[src/rtl/bsu_pkg.sv]
package bsu_pkg;

    // Width of one list element.
    localparam int WORD_W = 32;

    // One signed list element, two's complement.
    typedef logic signed [WORD_W-1:0] t_word;

    // Sort direction register: 1 ascending, any negative pattern descending,
    // 0 keeps the input order.
    typedef logic signed [1:0] t_dir;

    localparam t_dir DIR_ASCENDING = 2'sd1;
    localparam t_dir DIR_KEEP      = 2'sd0;

endpackage

[src/rtl/bsu_in_if.sv]
// Input channel: one list element and its end-of-list mark.
interface bsu_in_if;
    logic              valid;
    logic              ready;
    bsu_pkg::t_word    number_in;
    logic              list_end;

    modport source (output valid, output number_in, output list_end, input ready);
    modport sink   (input valid, input number_in, input list_end, output ready);
endinterface

[src/rtl/bsu_out_if.sv]
// Output channel: one sorted element with its final and overflow marks.
interface bsu_out_if;
    logic              valid;
    logic              ready;
    bsu_pkg::t_word    number_out;
    logic              final_out;
    logic              overflow_out;

    modport source (output valid, output number_out, output final_out,
                    output overflow_out, input ready);
    modport sink   (input valid, input number_out, input final_out,
                    input overflow_out, output ready);
endinterface

[src/rtl/bsu_ram.sv]
// Simple dual-port RAM: one write port, one read port with registered data.
module bsu_ram #(
    parameter int WIDTH = 32,
    parameter int DEPTH = 64
) (
    input  logic                     i_clk,
    input  logic                     i_wr_en,
    input  logic [$clog2(DEPTH)-1:0] i_wr_addr,
    input  logic [WIDTH-1:0]         i_wr_data,
    input  logic [$clog2(DEPTH)-1:0] i_rd_addr,
    output logic [WIDTH-1:0]         o_rd_data
);

    logic [WIDTH-1:0] r_mem [DEPTH];

    always_ff @(posedge i_clk) begin
        if (i_wr_en) begin
            r_mem[i_wr_addr] <= i_wr_data;
        end
        o_rd_data <= r_mem[i_rd_addr];
    end

endmodule

[src/rtl/bidirectional_bubble_sorter_unit.sv]
// Bubble sorter for lists of signed 32-bit words. Words arrive one per
// handshake on the input channel; the word marked list_end closes the list.
// Up to LIST_DEPTH words are kept in a single RAM; further words of the same
// list are dropped and every result of that list then carries overflow_out.
// After the list closes, the RAM is sorted in place by repeated bubble passes
// and the words leave in order on the output channel, the last one marked
// with final_out. The sort_direction register selects ascending (1),
// descending (any negative value) or input order (0); write it only while
// the block is idle. For a list of n stored words, a sort pass streams the
// RAM once through its single read port, and n - 1 passes are run (none
// when n < 2 or the direction is 0). The output is read back one word at a
// time, and each word waits for the sink to take it. No new list is taken
// until the final word has been delivered.
module bidirectional_bubble_sorter_unit #(
    parameter int LIST_DEPTH = 64
) (
    input  logic          i_clk,
    input  logic          i_rst_n,
    input  logic          i_cfg_wr_en,
    input  bsu_pkg::t_dir i_cfg_wr_data,
    bsu_in_if.sink        i_in,
    bsu_out_if.source     o_out
);

    import bsu_pkg::*;

    // Address width of the store and width of a count that can hold the depth.
    localparam int AW = $clog2(LIST_DEPTH);
    localparam int CW = $clog2(LIST_DEPTH + 1);

    typedef enum logic [2:0] {
        ST_LOAD,
        ST_SORT,
        ST_TAIL,
        ST_OUT_RD,
        ST_OUT_LD,
        ST_OUT_SEND
    } t_state;

    t_state          r_state;
    t_dir            r_dir;
    logic [CW-1:0]   r_count;
    logic            r_dropped;

    // Sort pass bookkeeping.
    logic [CW-1:0]   r_rd_idx;
    logic            r_pend;
    logic [AW-1:0]   r_pend_idx;
    logic [CW-1:0]   r_pass;
    t_word           r_carry;

    // Output side.
    logic [CW-1:0]   r_out_idx;
    logic            r_out_valid;
    t_word           r_out_word;
    logic            r_final;
    logic            r_overflow;

    // RAM ports.
    logic            w_wr_en;
    logic [AW-1:0]   w_wr_addr;
    t_word           w_wr_data;
    logic [AW-1:0]   w_rd_addr;
    t_word           w_rd_data;

    logic            w_in_acc;
    logic            w_full;
    logic [CW-1:0]   n_count;
    logic [CW-1:0]   w_last;
    logic            w_swap;
    logic            w_keep;

    bsu_ram #(
        .WIDTH (WORD_W),
        .DEPTH (LIST_DEPTH)
    ) u_store (
        .i_clk     (i_clk),
        .i_wr_en   (w_wr_en),
        .i_wr_addr (w_wr_addr),
        .i_wr_data (w_wr_data),
        .i_rd_addr (w_rd_addr),
        .o_rd_data (w_rd_data)
    );

    assign i_in.ready         = (r_state == ST_LOAD);
    assign w_in_acc           = i_in.valid && i_in.ready;
    assign w_full             = (r_count == CW'(LIST_DEPTH));
    assign n_count            = w_full ? r_count : r_count + CW'(1);
    assign w_last             = r_count - CW'(1);
    assign w_keep             = (r_dir == DIR_KEEP);

    // The carry register holds the element that bubbles along the pass. The
    // element just read back is compared with it; a strict compare keeps
    // equal values in input order. Bit 1 of the direction is its sign.
    assign w_swap = r_dir[1] ? (r_carry < w_rd_data) : (r_carry > w_rd_data);

    assign o_out.valid        = r_out_valid;
    assign o_out.number_out   = r_out_word;
    assign o_out.final_out    = r_final;
    assign o_out.overflow_out = r_overflow;

    // RAM port selection. Loading appends at the fill count; a sort pass
    // writes the lesser (or greater) element one slot behind the word just
    // read, and the tail cycle parks the carried element in the last slot.
    always_comb begin
        w_wr_en   = 1'b0;
        w_wr_addr = r_count[AW-1:0];
        w_wr_data = i_in.number_in;
        w_rd_addr = r_out_idx[AW-1:0];
        unique case (r_state)
            ST_LOAD: begin
                w_wr_en = w_in_acc && !w_full;
            end
            ST_SORT: begin
                w_rd_addr = r_rd_idx[AW-1:0];
                w_wr_en   = r_pend && (r_pend_idx != '0);
                w_wr_addr = r_pend_idx - AW'(1);
                w_wr_data = w_swap ? w_rd_data : r_carry;
            end
            ST_TAIL: begin
                w_wr_en   = 1'b1;
                w_wr_addr = w_last[AW-1:0];
                w_wr_data = r_carry;
            end
            ST_OUT_RD, ST_OUT_LD, ST_OUT_SEND: begin
                w_rd_addr = r_out_idx[AW-1:0];
            end
            default: begin
                w_wr_en = 1'b0;
            end
        endcase
    end

    always_ff @(posedge i_clk) begin
        if (!i_rst_n) begin
            r_state     <= ST_LOAD;
            r_dir       <= DIR_ASCENDING;
            r_count     <= '0;
            r_dropped   <= 1'b0;
            r_rd_idx    <= '0;
            r_pend      <= 1'b0;
            r_pend_idx  <= '0;
            r_pass      <= '0;
            r_out_idx   <= '0;
            r_out_valid <= 1'b0;
        end else begin
            if (i_cfg_wr_en) begin
                r_dir <= i_cfg_wr_data;
            end
            unique case (r_state)
                ST_LOAD: begin
                    if (w_in_acc) begin
                        r_count <= n_count;
                        if (w_full) begin
                            r_dropped <= 1'b1;
                        end
                        if (i_in.list_end) begin
                            r_rd_idx  <= '0;
                            r_pend    <= 1'b0;
                            r_pass    <= '0;
                            r_out_idx <= '0;
                            if (w_keep || (n_count < CW'(2))) begin
                                r_state <= ST_OUT_RD;
                            end else begin
                                r_state <= ST_SORT;
                            end
                        end
                    end
                end
                ST_SORT: begin
                    // Issue reads in address order; the read data is registered in the RAM.
                    r_pend     <= (r_rd_idx < r_count);
                    r_pend_idx <= r_rd_idx[AW-1:0];
                    if (r_rd_idx < r_count) begin
                        r_rd_idx <= r_rd_idx + CW'(1);
                    end
                    if (r_pend) begin
                        if (r_pend_idx == '0) begin
                            r_carry <= w_rd_data;
                        end else begin
                            r_carry <= w_swap ? r_carry : w_rd_data;
                        end
                        if (r_pend_idx == w_last[AW-1:0]) begin
                            r_state <= ST_TAIL;
                        end
                    end
                end
                ST_TAIL: begin
                    r_pend   <= 1'b0;
                    r_rd_idx <= '0;
                    r_pass   <= r_pass + CW'(1);
                    if (r_pass + CW'(1) == w_last) begin
                        r_state <= ST_OUT_RD;
                    end else begin
                        r_state <= ST_SORT;
                    end
                end
                ST_OUT_RD: begin
                    r_state <= ST_OUT_LD;
                end
                ST_OUT_LD: begin
                    r_out_word  <= w_rd_data;
                    r_final     <= (r_out_idx == w_last);
                    r_overflow  <= r_dropped;
                    r_out_valid <= 1'b1;
                    r_state     <= ST_OUT_SEND;
                end
                ST_OUT_SEND: begin
                    if (o_out.ready) begin
                        r_out_valid <= 1'b0;
                        if (r_final) begin
                            // List done: the next list starts empty.
                            r_count   <= '0;
                            r_dropped <= 1'b0;
                            r_state   <= ST_LOAD;
                        end else begin
                            r_out_idx <= r_out_idx + CW'(1);
                            r_state   <= ST_OUT_RD;
                        end
                    end
                end
                default: begin
                    r_state <= ST_LOAD;
                end
            endcase
        end
    end

endmodule

[src/flat_wrapper.sv]
// flat-port wrapper written by rule: the top's interface ports become plain ports
module bidirectional_bubble_sorter_unit_flat import bsu_pkg::*;
#(
    parameter int LIST_DEPTH = 64
)
  (i_clk, i_rst_n, i_cfg_wr_en, i_cfg_wr_data, i_in_valid, i_in_number_in, i_in_list_end, i_in_ready, o_out_valid, o_out_number_out, o_out_final_out, o_out_overflow_out, o_out_ready);
  bsu_in_if i_in_i ();
  bsu_out_if o_out_i ();
  input  logic i_clk;
  input  logic i_rst_n;
  input  logic i_cfg_wr_en;
  input  bsu_pkg::t_dir i_cfg_wr_data;
  input wire logic [$bits(i_in_i.valid)-1:0] i_in_valid;
  input wire logic [$bits(i_in_i.number_in)-1:0] i_in_number_in;
  input wire logic [$bits(i_in_i.list_end)-1:0] i_in_list_end;
  output wire logic [$bits(i_in_i.ready)-1:0] i_in_ready;
  output wire logic [$bits(o_out_i.valid)-1:0] o_out_valid;
  output wire logic [$bits(o_out_i.number_out)-1:0] o_out_number_out;
  output wire logic [$bits(o_out_i.final_out)-1:0] o_out_final_out;
  output wire logic [$bits(o_out_i.overflow_out)-1:0] o_out_overflow_out;
  input wire logic [$bits(o_out_i.ready)-1:0] o_out_ready;
  assign i_in_i.valid = i_in_valid;
  assign i_in_i.number_in = i_in_number_in;
  assign i_in_i.list_end = i_in_list_end;
  assign i_in_ready = i_in_i.ready;
  assign o_out_valid = o_out_i.valid;
  assign o_out_number_out = o_out_i.number_out;
  assign o_out_final_out = o_out_i.final_out;
  assign o_out_overflow_out = o_out_i.overflow_out;
  assign o_out_i.ready = o_out_ready;
  bidirectional_bubble_sorter_unit #(.LIST_DEPTH(LIST_DEPTH)) u_core (.i_clk(i_clk), .i_rst_n(i_rst_n), .i_cfg_wr_en(i_cfg_wr_en), .i_cfg_wr_data(i_cfg_wr_data), .i_in(i_in_i), .o_out(o_out_i));
endmodule
[config.mk]
export PLATFORM = sky130hd
export DESIGN_NAME = bidirectional_bubble_sorter_unit_flat
export DESIGN_NICKNAME = d
export VERILOG_FILES = /design/src/rtl/bsu_pkg.sv /design/src/rtl/bsu_in_if.sv /design/src/rtl/bsu_out_if.sv /design/src/rtl/bsu_ram.sv /design/src/rtl/bidirectional_bubble_sorter_unit.sv /design/src/flat_wrapper.sv
export SDC_FILE = /design/constraint.sdc
export NUM_CORES = 2
export LEC_CHECK = 0
export ABC_CLOCK_PERIOD_IN_PS = 4850
export BUFFER_PORTS_ARGS = -buffer_cell sky130_fd_sc_hd__buf_2
export CAP_MARGIN = 20
export CORE_ASPECT_RATIO = 1.5
export CORE_MARGIN = 3
export CORE_UTILIZATION = 55
export DETAILED_ROUTE_END_ITERATION = 7
export PLACE_DENSITY = 0.72
export RECOVER_POWER = 50
export SETUP_SLACK_MARGIN = 0.3
export SYNTH_ARGS = -nofsm -noshare
export SYNTH_HDL_FRONTEND = slang
export SYNTH_HIERARCHICAL = 1
export SYNTH_SLANG_ARGS = --single-unit
[constraint.sdc]
create_clock -name i_clk -period 4.85 [get_ports i_clk]
set_input_delay 0.7275 -clock i_clk [delete_from_list [all_inputs] [get_ports i_clk]]
set_output_delay 0.7275 -clock i_clk [all_outputs]
set_load 0.02 [all_outputs]
* Yosys cells after proc, flatten, opt, wreduce, memory -nomap -nowiden
Memories as Yosys holds them, arrays and structs flattened. A register that Yosys moved wholly into a read port is not among the register bits.
Cells that the tools add are included.
** Operators by class
- Eq/ne operators :: 19
- Reductions and logical operators :: 23
- Add/sub/neg operators :: 6
- Mux-type cells :: 42
- Order comparisons :: 4
** Operators by type and width (number)
- $mux 32 :: 3
- $pmux 32 s2 :: 1
- $mux 7 :: 9
- $pmux 7 s2 :: 3
- $gt 32x32->1 :: 1
- $lt 32x32->1 :: 1
- $add 7x1->7 const B :: 4
- $pmux 7 s3 :: 1
- $pmux 3 s6 :: 1
- $mux 3 :: 5
- $reduce_and 5->1 :: 3
- $eq 7x7->1 :: 2
- $ne 2x2->1 const B :: 6
- $pmux 6 s2 :: 1
- $reduce_and 4->1 :: 3
- $mux 1 :: 10
- $ne 2x1->1 const B :: 4
- $eq 7x7->1 const B :: 1
- $lt 7x2->1 const B :: 1
- $lt 7x7->1 :: 1
- $sub 7x1->7 const B :: 1
- $eq 3x2->1 const B :: 2
- $eq 3x3->1 const B :: 2
- $eq 6x6->1 :: 1
- other kinds (17) :: 27
** Storage, ports and cells
- Output and inout port bits :: 36
- RAM bits :: 2048
- Word-level logic and storage cells :: 109
- Bits of input ports :: 40
- Register bits after elaboration :: 108
- Memories kept :: 1
** Memory list
- u_core.u_store.r_mem :: words 64, width 32, read ports 1, clocked after memory_dff 1, wr ports 1, line bsu_ram.sv:14 : logic [WIDTH-1:0] r_mem [DEPTH];

* Longest topological paths before layout
- Depth in word-level cells :: 8
- Depth in mapped cells :: 18
- Depth with buffers taken out :: 10

* Hierarchy
Netlist, hierarchy kept.
** By module, submodules not included
- bsu_ram :: cells each 3324, instances 1, area an instance 78512.8 sq um, seq. area each 62139.6 sq um
- bidirectional_bubble_sorter_unit :: cells each 789, instances 1, area an instance 7407.1 sq um, seq. area each 2822.7 sq um

* Worst setup path before layout
Ideal clock, no wire load.
- Path type :: reg2reg
- Start point :: register u_core.r_count[0]
- End point :: memory u_core.u_store.r_mem[49][0], enable pin
- Path buffers :: 2
- Setup time :: 461 ps
- Slack :: 89 ps
- Stages on the path, launching flop included :: 12
- Required time :: 4389 ps
- Arrival :: 4300 ps
- Clock period less this slack :: 4761 ps
- Path through :: dfxtp_1 buf_2 inv_1 ha_1 nor3b_1 xnor2_1 a22oi_1 a21oi_1 a21oi_1 clkbuf_1 nand4_1 nor3_1
** Between the ends
- Elaborated cells on any way between the ends :: 8
- Classes of those cells :: 1 x add/sub; 1 x eq/ne; 4 x mux; 2 x reduce/logical
** RTL lines
- start: declaration :: line bidirectional_bubble_sorter_unit.sv:42 : logic [CW-1:0] r_count;
- start signal: assignment :: line bidirectional_bubble_sorter_unit.sv:153 : r_count <= n_count;
- $sub 7x1->7 :: line bidirectional_bubble_sorter_unit.sv:89 : assign w_last = r_count - CW'(1);
- $pmux 6 s2 :: line bidirectional_bubble_sorter_unit.sv:110 : unique case (r_state)
- named net u_core.w_wr_addr[4] :: line bidirectional_bubble_sorter_unit.sv:61 : logic [AW-1:0] w_wr_addr;
- end: declaration :: line bsu_ram.sv:14
The timed path passes the listed nets, and every way through them passes these cells.

* Worst setup path after layout
- Start point :: register u_core.u_store.o_rd_data[20] (read register of u_core.u_store.r_mem)
- End point :: memory u_core.u_store.r_mem[28][11], data pin
** Between the ends
- Longest elaborated chain between the ends :: 4
- Elaborated cells on any way between the ends :: 5
- Classes of those cells :: 2 x order compare; 3 x mux
** Ends and longest elaborated chain
- start: declaration :: line bsu_ram.sv:11 : output logic [WIDTH-1:0] o_rd_data
- $gt 32x32->1 or $lt 32x32->1 (tied branches) :: line bidirectional_bubble_sorter_unit.sv:95 : assign w_swap = r_dir[1] ? (r_carry < w_rd_data) : (r_carry > w_rd_data);
- $mux 1 (*) :: line bidirectional_bubble_sorter_unit.sv:95
- $mux 32 (*) :: line bidirectional_bubble_sorter_unit.sv:118 : w_wr_data = w_swap ? w_rd_data : r_carry;
- $pmux 32 s2 (*) :: line bidirectional_bubble_sorter_unit.sv:110
- named net u_core.w_wr_data[11] :: line bidirectional_bubble_sorter_unit.sv:62 : t_word w_wr_data;
Mark *: on every way through the listed nets, which the timed path passes. The rest lies on a longest branch.

==> impl_metrics.yaml <==
status:
  status: "finished with violations"
  violations: "capacitance limit, slew limit"
worst_setup_path:
  cp_data_arrival_time_ns: 5.05
  slowest_delay_ns: 0.85
  slowest_stage: "dfxtp_1"
  start_kind: "flop"
  path_cells: "inv_1, ha_1, nand4_2, a211oi_1, o21ai_0, and3_1, a21oi_4, clkbuf_2, mux2_1, o211ai_1, clkbuf_4"
  cp-end-kind: "flop"
  crit_required_ns: 5.36
  critPathKind: "flop to flop"
  crit_fanout: 64
  rr_worst_depth: 11
logic_synthesis:
  synth.avg_cell_area_sq_um: 20.9
  synth_seq_cells: 2188
  synth-edff-count: 2114
  synthTopCellsByArea: "edfxtp_1 74%, mux4_2 14%, dfxtp_1 1.7%, mux2i_1 1.2%, nor2_1 0.80%"
  synth_fp_nets: 4199
  synthTopCellsByCount: "2114 x edfxtp_1, 544 x mux4_2, 183 x nor2_1, 116 x a21oi_1, 109 x clkbuf_1"
  yosysTopAreaCell: "edfxtp_1"
  seq_area_frac_synth: 0.756
  ys_types: 73
  synthMostInstantiatedCell: "edfxtp_1"
  synth_top_cell_area_share: 0.739
  synth.cell_area_sq_mm: 0.0859
  synth_cells: 4113
  synth_flop_cell: "edfxtp_1"
  async_flop_share: 0
  synth-warning-count: 6
timing:
  fmax_mhz: 220
  rsz0062_at_grt: "true"
  min_period_ns: 4.54
  max-slew-margin-rel: -0.277
  finalSetupTns_ns: 0
  drv_slew: 73
  tightestPinTransition_ns: 1.92
  hold-worst-slack_ns: 0.153
  fin_crit_sh: 0.936
  finalSetupViolCount: 0
  skew_ns: 0.0394
  hold_violations: 0
pwr:
  p_leak_nw: 29.6
  p_int_mw: 37.8
  power_frac_clock: 0.275
  comb_power_share: 0.226
  swShare: 0.295
  ir_drop_v: 0.000572
  seq_power_share: 0.499
  power.switching_mw: 15.8
  cellPowerDensity_mw_per_mm2: 556
floorplanning:
  ios: 76
  start_util: 0.553
  core-area_sq_mm: 0.155
  fp.dieW_um: 329
  row_count: 177
  dieArea_sq_mm: 0.161
  die_h_um: 490
global_routing:
  antenna_found_initial: 4
  grt_pass1_vias: 44800
  grt_usage: 0.275
  grt_pass1_wl_mm: 317
  grt_max_degree: 67
  grt_overflow: 0
clocking:
  cts-resized-gates: 0
  cts_buffers: 182
  clock_sinks: 2188
  ctsHoldBuffers: 0
  insertion_delay_ns: 0.82
  post_cts_buffers: 0
  cts_max_level: 4
  cts_tree: "done"
  clk_pin_slew_ns: 0.07
  cts_max_path_buffers: 3
  clockRootBuffer: "clkbuf_16"
finish:
  layout-drive-gt1-share: 0.263
  n_fill_cell: 10300
  nets: 4492
  multiInputGateArea_sq_mm: 0.0201
  fin_cells: 6622
  design_area_sq_mm: 0.0965
  regArea_sq_mm: 0.0650
  areaGrowthSynthToFinish_pct: 12.4
hold_path:
  hold_depth: 3
  worstHoldPathType: "input port to flop"
place:
  dpl.hpwl_mm: 129
  gp_congestion: 0.908
  port_buffers: 75
  place_area_sq_mm: 0.0914
  placed_cells: 6280
detailed_routing:
  detail_route.wl_per_cell_um: 33.1
  drcViolationCount: 0
  postRouteAntennaNets: 0
  drt-total-wl_mm: 219
  vias: 43900
  dr.pass1.iters: 6
  vias_per_cell: 6.62
  drt-initial-drc-count: 5381
flow_run:
  maxCapViolCount: 2
[stage by stage]
step | worst slack (ns) | power [mW] | util
2_1_floorplan | 0.516 | 34.1 | -
3_3_place_gp | 0.469 | 39.1 | 0.589
3_5_place_dp | 0.487 | 39.6 | 0.589
4_1_cts | 0.441 | 54.2 | 0.628
5_1_grt | 0.157 | 55.4 | 0.622
6_report | 0.312 | 53.7 | 0.622
[flip-flops by register name, summed over array words and instances, names as in the netlist]
| name | count |
|---|---|
| u_core/o_out.number_out | 32 |
| u_core/r_state | 3 |
| u_core/r_pend_idx | 6 |
| u_core/u_store/o_rd_data | 32 |
| u_core/o_out.overflow_out | 1 |
| u_core/r_count | 7 |
| u_core/r_out_idx | 7 |
| u_core/r_carry | 32 |
| u_core/o_out.final_out | 1 |
| u_core/r_dropped | 1 |
| u_core/o_out.valid | 1 |
| u_core/r_dir | 2 |
| u_core/r_pend | 1 |
| u_core/u_store/r_mem | 2048 |
| u_core/r_rd_idx | 7 |
| u_core/r_pass | 7 |
[path summary, 6_finish.rpt]
| path | from | end | slack, ns |
|---|---|---|---|
| setup / recovery | u_core/u_store/o_rd_data[20] | u_core/u_store/r_mem[28][11] | 0.31 |
| hold / removal | i_cfg_wr_data[0] | u_core/r_dir[0] | 0.15 |
| setup reg to reg | u_core/u_store/o_rd_data[20] | u_core/u_store/r_mem[28][11] | 0.31 |
| hold reg to reg | u_core/r_dropped | u_core/o_out.overflow_out | 0.43 |
[layout by cell type, fill, tap and decap left out, types with 10 or more instances in the layout]
master      count
a21oi_1       114
a22oi_1        52
and3_1         10
buf_12         32
buf_2          39
buf_4         142
bufinv_16      16
clkbuf_1      113
clkbuf_16     184
clkbuf_2       23
clkbuf_4       38
clkbuf_8       14
clkinv_1       19
clkinv_2       33
clkinvlp_4     10
dfxtp_1        74
edfxtp_1     2114
ha_1           46
inv_1          75
mux2_1         27
mux2i_1       100
mux4_2        544
nand2_1        65
nand2b_1       11
nand3_1        91
nand4_1        14
nor2_1        137
nor2_4         46
nor2b_1        17
o211ai_1       10
o211ai_4       22
o21ai_0        21
o221ai_1       27
o22ai_1        84
or3_1          10
xnor2_1        21
xor2_1         22
[power groups by stage]
stage / clock network [mW] / logic [mW] / registers (mW)
CTS: 15.0 / 12.5 / 26.7
detailed placement: 0 / 12.5 / 27.1
global route: 15.7 / 12.9 / 26.8
floorplan: 0 / 7.06 / 27.0
finish: 14.8 / 12.1 / 26.8
global placement: 0 / 12.1 / 27.0
[cell families after synthesis]
logic type,synth area share
flops,0.756
mux,0.159
simple gates,0.0253
compound gates,0.0321
buf+inv,0.0163
fa+ha+maj,0.00670
xor+xnor,0.00483
[worst max-delay path: cells and delay by family, from the launching register on]
family          cells  cell delay [ns]
compound gates      4             0.94
fa+ha+maj           1             0.32
buf+inv             3             1.24
flops               1             0.85
mux                 1             0.41
simple gates        2             0.42
[per-layer routing]
layer  global-route usage  vias to the layer above  wire length, um
met2                0.460                     2487           112000
met3               0.0458                      548            18400
met1                0.353                    23100            76900
met5                    0                        -               41
met4                0.132                        6            11800
li1                     -                    17700                -
[area by class of cell]
type                            instances  area share
Sequential cell                      2188       0.673
Multi-Input combinational cell       1617       0.208
Clock buffer                          245      0.0515
Tap cell                             2058      0.0267
Timing Repair Buffer                  340      0.0264
Clock inverter                         96      0.0110
Inverter                               77     0.00299
Antenna cell                            1   0.0000259
No activity file was read; power rests on OpenSTA's default activity.
